## config.mk

```make
export PLATFORM = sky130hd
export DESIGN_NAME = tcss_card_store
export DESIGN_NICKNAME = d
export VERILOG_FILES = /design/src/sv/tcss_pkg.sv /design/src/sv/tcss_card_store.sv
export SDC_FILE = /design/constraint.sdc
export NUM_CORES = 1
export LEC_CHECK = 0
export BUFFER_PORTS_ARGS = -buffer_cell sky130_fd_sc_hd__buf_2
export CAP_MARGIN = 10
export CORE_ASPECT_RATIO = 1.25
export CORE_MARGIN = 3
export CORE_UTILIZATION = 55
export DETAILED_ROUTE_END_ITERATION = 8
export PLACE_DENSITY_LB_ADDON = 0.25
export SYNTH_ARGS = -nofsm -noshare
export SYNTH_HDL_FRONTEND = slang
export SYNTH_SLANG_ARGS = --single-unit
```

## constraint.sdc

```tcl
create_clock -name clk -period 4.4 [get_ports clk]
set_input_delay 0.44 -clock clk [delete_from_list [all_inputs] [get_ports clk]]
set_output_delay 0.44 -clock clk [all_outputs]
set_load 0.02 [all_outputs]
```

## src/sv/tcss_pkg.sv

```systemverilog
// Shared types and constants for the two-choice subset sum core.
package tcss_pkg;

	localparam int WORD_W = 64;
	localparam int SUM_W  = 13;

	// Source of the word returned by a row read
	localparam logic [1:0] RD_MEM  = 2'd0;
	localparam logic [1:0] RD_ZERO = 2'd1;
	localparam logic [1:0] RD_ONE  = 2'd2;

	typedef struct packed {
		logic [SUM_W-1:0] heads;
		logic [SUM_W-1:0] tails;
	} card_t;

endpackage

```

## src/sv/tcss_card_store.sv

```systemverilog
// Heads/tails value store, one entry per card, registered read.
module tcss_card_store #(
	parameter int DEPTH = 64,
	parameter int IW    = 6
) (
	input  logic                  clk,
	input  logic                  wr_en,
	input  logic [IW-1:0]         wr_addr,
	input  tcss_pkg::card_t       wr_data,
	input  logic [IW-1:0]         rd_addr,
	output tcss_pkg::card_t       rd_data
);
	import tcss_pkg::*;

	card_t mem [DEPTH];

	always_ff @(posedge clk) begin
		if (wr_en) begin
			mem[wr_addr] <= wr_data;
		end
		rd_data <= mem[rd_addr];
	end

endmodule

```

==> results.py <==
metrics = {
    "power": {
        "intPower_uw": 26300,
        "clockPowerShare_pct": 41.3,
        "comb_power_share_pct": 4.8,
        "p_leak_uw": 0.0232,
        "switching_power_uw": 6890,
        "pwr-share-seq_pct": 53.9,
        "finalPower_uw": 33200,
        "irDropWorstVdd_mv": 0.437,
        "p_sw_share_pct": 20.8,
        "power_density_nw_per_um2": 458,
    },
    "cts": {
        "cts_root_buf": "clkbuf_16",
        "cts_setup_buffers": 0,
        "clk_latency_ns": 0.78,
        "clock_sinks": 1690,
        "cts-root-to-sink-buffers": 3,
        "path_clk_slew_ns": 0.06,
        "hold_buffers": 0,
        "cts_tree": "built",
        "cts_resized": 0,
        "htreeDepth": 4,
        "cts-buffers-inserted": 155,
    },
    "sta": {
        "slew_viol_final": 0,
        "rsz0062_at_grt": "no",
        "relSlewSlack_pct": 16.2,
        "fin_tns_setup_ns": 0,
        "fin_worst_skew_ns": 0.0241,
        "hold_violations": 0,
        "fin_crit_sh_pct": 58.2,
        "worstMarginPinSlew_ns": 1.26,
        "fin_crit_ns": 2.56,
        "setup_viol": 0,
        "max_freq_mhz": 390,
    },
    "drt": {
        "wire_per_inst_um": 32.1,
        "vias_per_cell": 6.44,
        "wl_met2_mm": 77.8,
        "wl_met3_mm": 11.6,
        "drt_iter0_drc": 3537,
        "highest_layer": "met5",
        "vias": 30400,
        "first_pass_iters": 5,
        "ant_nets": 0,
        "wirelength_mm": 152,
        "drc": 0,
        "met1_length_mm": 58.0,
    },
    "placed_design": {
        "dpl_cell_area_um2": 67100,
        "dp_hpwl_mm": 88.1,
        "dp_cells": 4439,
        "gp_congestion": 0.822,
        "numPortBuffers": 65,
    },
    "finish": {
        "areaGrowthSynthToFinish_pct": 12.9,
        "num-nets-final": 3090,
        "fin_cells": 4730,
        "mostFrequentLayoutCells": "edfxtp_1 (1664), mux4_2 (362), mux2i_1 (226), clkbuf_16 (156), buf_4 (133)",
        "fin_util_pct": 62.8,
        "layout_commonest_cell": "edfxtp_1",
        "drive_gt1_share_pct": 27.9,
        "num-fill-cells": 7552,
        "final_cell_area_um2": 72400,
    },
    "yosys": {
        "netlist_instances": 2841,
        "synth_nets": 2881,
        "netlist.area_leader.share_pct": 77.9,
        "ys_warn_count": 0,
        "syn_area_per_cell_um2": 22.6,
        "ys_types": 32,
        "ys_seq_area_share_pct": 78.7,
        "synth_area_um2": 64200,
        "ys_ff_latch": 1690,
        "yosysTopAreaCell": "edfxtp_1",
        "yosys-top-cells-area": "edfxtp_1 (78%), mux4_2 (13%), mux2i_1 (3.5%)",
    },
    "floorplan": {
        "die_width_um": 312,
        "dieHeight_um": 388,
        "rows": 139,
        "io_pins": 66,
        "dieArea_um2": 121000,
        "start_util_pct": 55.7,
        "coreArea_um2": 115000,
    },
    "grt": {
        "antenna_found_initial": 11,
        "grt_overflow_total": 0,
        "grt_pass1_wl_mm": 221,
        "globalRouteTotalUtil_pct": 25.5,
        "grt_pass1_vias": 31200,
        "grt_max_degree": 98,
    },
    "worst_setup_path": {
        "r2r_slack_ns": 2.24,
        "crit_type": "in -> reg",
        "path_delay_family": "compound AO/OA/AOI/OAI gates",
        "critPathCaptureType": "flop",
        "critPathMaxStageDelay_ns": 0.87,
        "worstPathRequired_ns": 5.13,
        "cp_cell_sequence": "buf_8, buf_12, buf_4, mux4_2, o22ai_1, a21o_1, o31ai_1, and3_1",
        "crit_arrival_ns": 3.29,
        "critPathSlowestCell": "o31ai_1",
        "path_buf_inv": 3,
        "worstSetupStartpointType": "input pin",
        "worst-path-max-fanout": 44,
    },
    "run": {
        "maxCapViolations": 0,
    },
    "min_path": {
        "hold_class": "in -> reg",
    },
    "run_status": {
        "status": "finished clean",
    },
}
## per-layer routing
| metal | vias to the layer above | track usage (%) |
|---|---|---|
| met1 | 16300 | 34.7 |
| met2 | 1389 | 42.6 |
| met4 | 6 | 8.09 |
| met5 | - | 0 |
| met3 | 248 | 4.44 |
| li1 | 12500 | - |
## sequential cells by signal (all words and copies together), names as in the netlist
signal / flops
rd_data: 26
mem: 1664
## logic make-up after synthesis
family	after synthesis	synth area share, %
and+or+nand+nor	142	1.03
muxes	588	16.2
DFF	1690	78.7
AOI/OAI and AO/OA	258	2.70
buffers and inverters	163	1.38
## power by group through the flow
| stage | sequential [µW] | clock [µW] | combinational (µW) |
|---|---|---|---|
| 5_1_grt | 17900 | 14500 | 1680 |
| 3_5_place_dp | 18200 | 0 | 1590 |
| 4_1_cts | 17900 | 13900 | 1590 |
| 2_1_floorplan | 18200 | 0 | 866 |
| 3_3_place_gp | 18200 | 0 | 1540 |
| 6_report | 17900 | 13700 | 1590 |
## path summary, 6_finish.rpt
kind	start	endpoint	cells after the start
min	wr_data[17]	mem[58][17]	1
min reg2reg	mem[30][14]	rd_data[14]	5
max	rd_addr[0]	rd_data[14]	8
max reg2reg	mem[37][14]	rd_data[14]	5
## synthesized netlist by cell type, drive strengths merged
master	number
or2	1
nand3b	5
mux2i	226
nand4	2
clkbuf	64
a211oi	10
or3	1
o21ai	32
o31ai	16
a31oi	42
a21o	16
nor3	2
nand2b	4
nand3	6
a22oi	84
or3b	3
and3	16
dfxtp	26
edfxtp	1664
buf	99
and2	2
nand4b	1
nor2b	6
o22ai	58
nand2	6
mux4	362
nor2	87
## final cells by class
cell class	instances	area (µm²)	share of cell area [%]
Clock buffer	188	4070	5.62
Sequential cell	1690	50500	69.7
Tap cell	1551	1940	2.68
Antenna cell	3	7.51	0.0104
Timing Repair Buffer	215	1710	2.36
Multi-Input combinational cell	988	13100	18.1
Clock inverter	95	1130	1.56
## metrics by stage
step | setup slack [ns] | hold slack (ns)
final | 1.84 | 0.0860
after global routing | 1.72 | 0.0658
after CTS | 1.89 | 0.277
after detailed placement | 1.05 | 0.862
after global placement | 1.06 | 0.837
after floorplan | 1.22 | 0.539
Power figures use the tool's default switching activity.
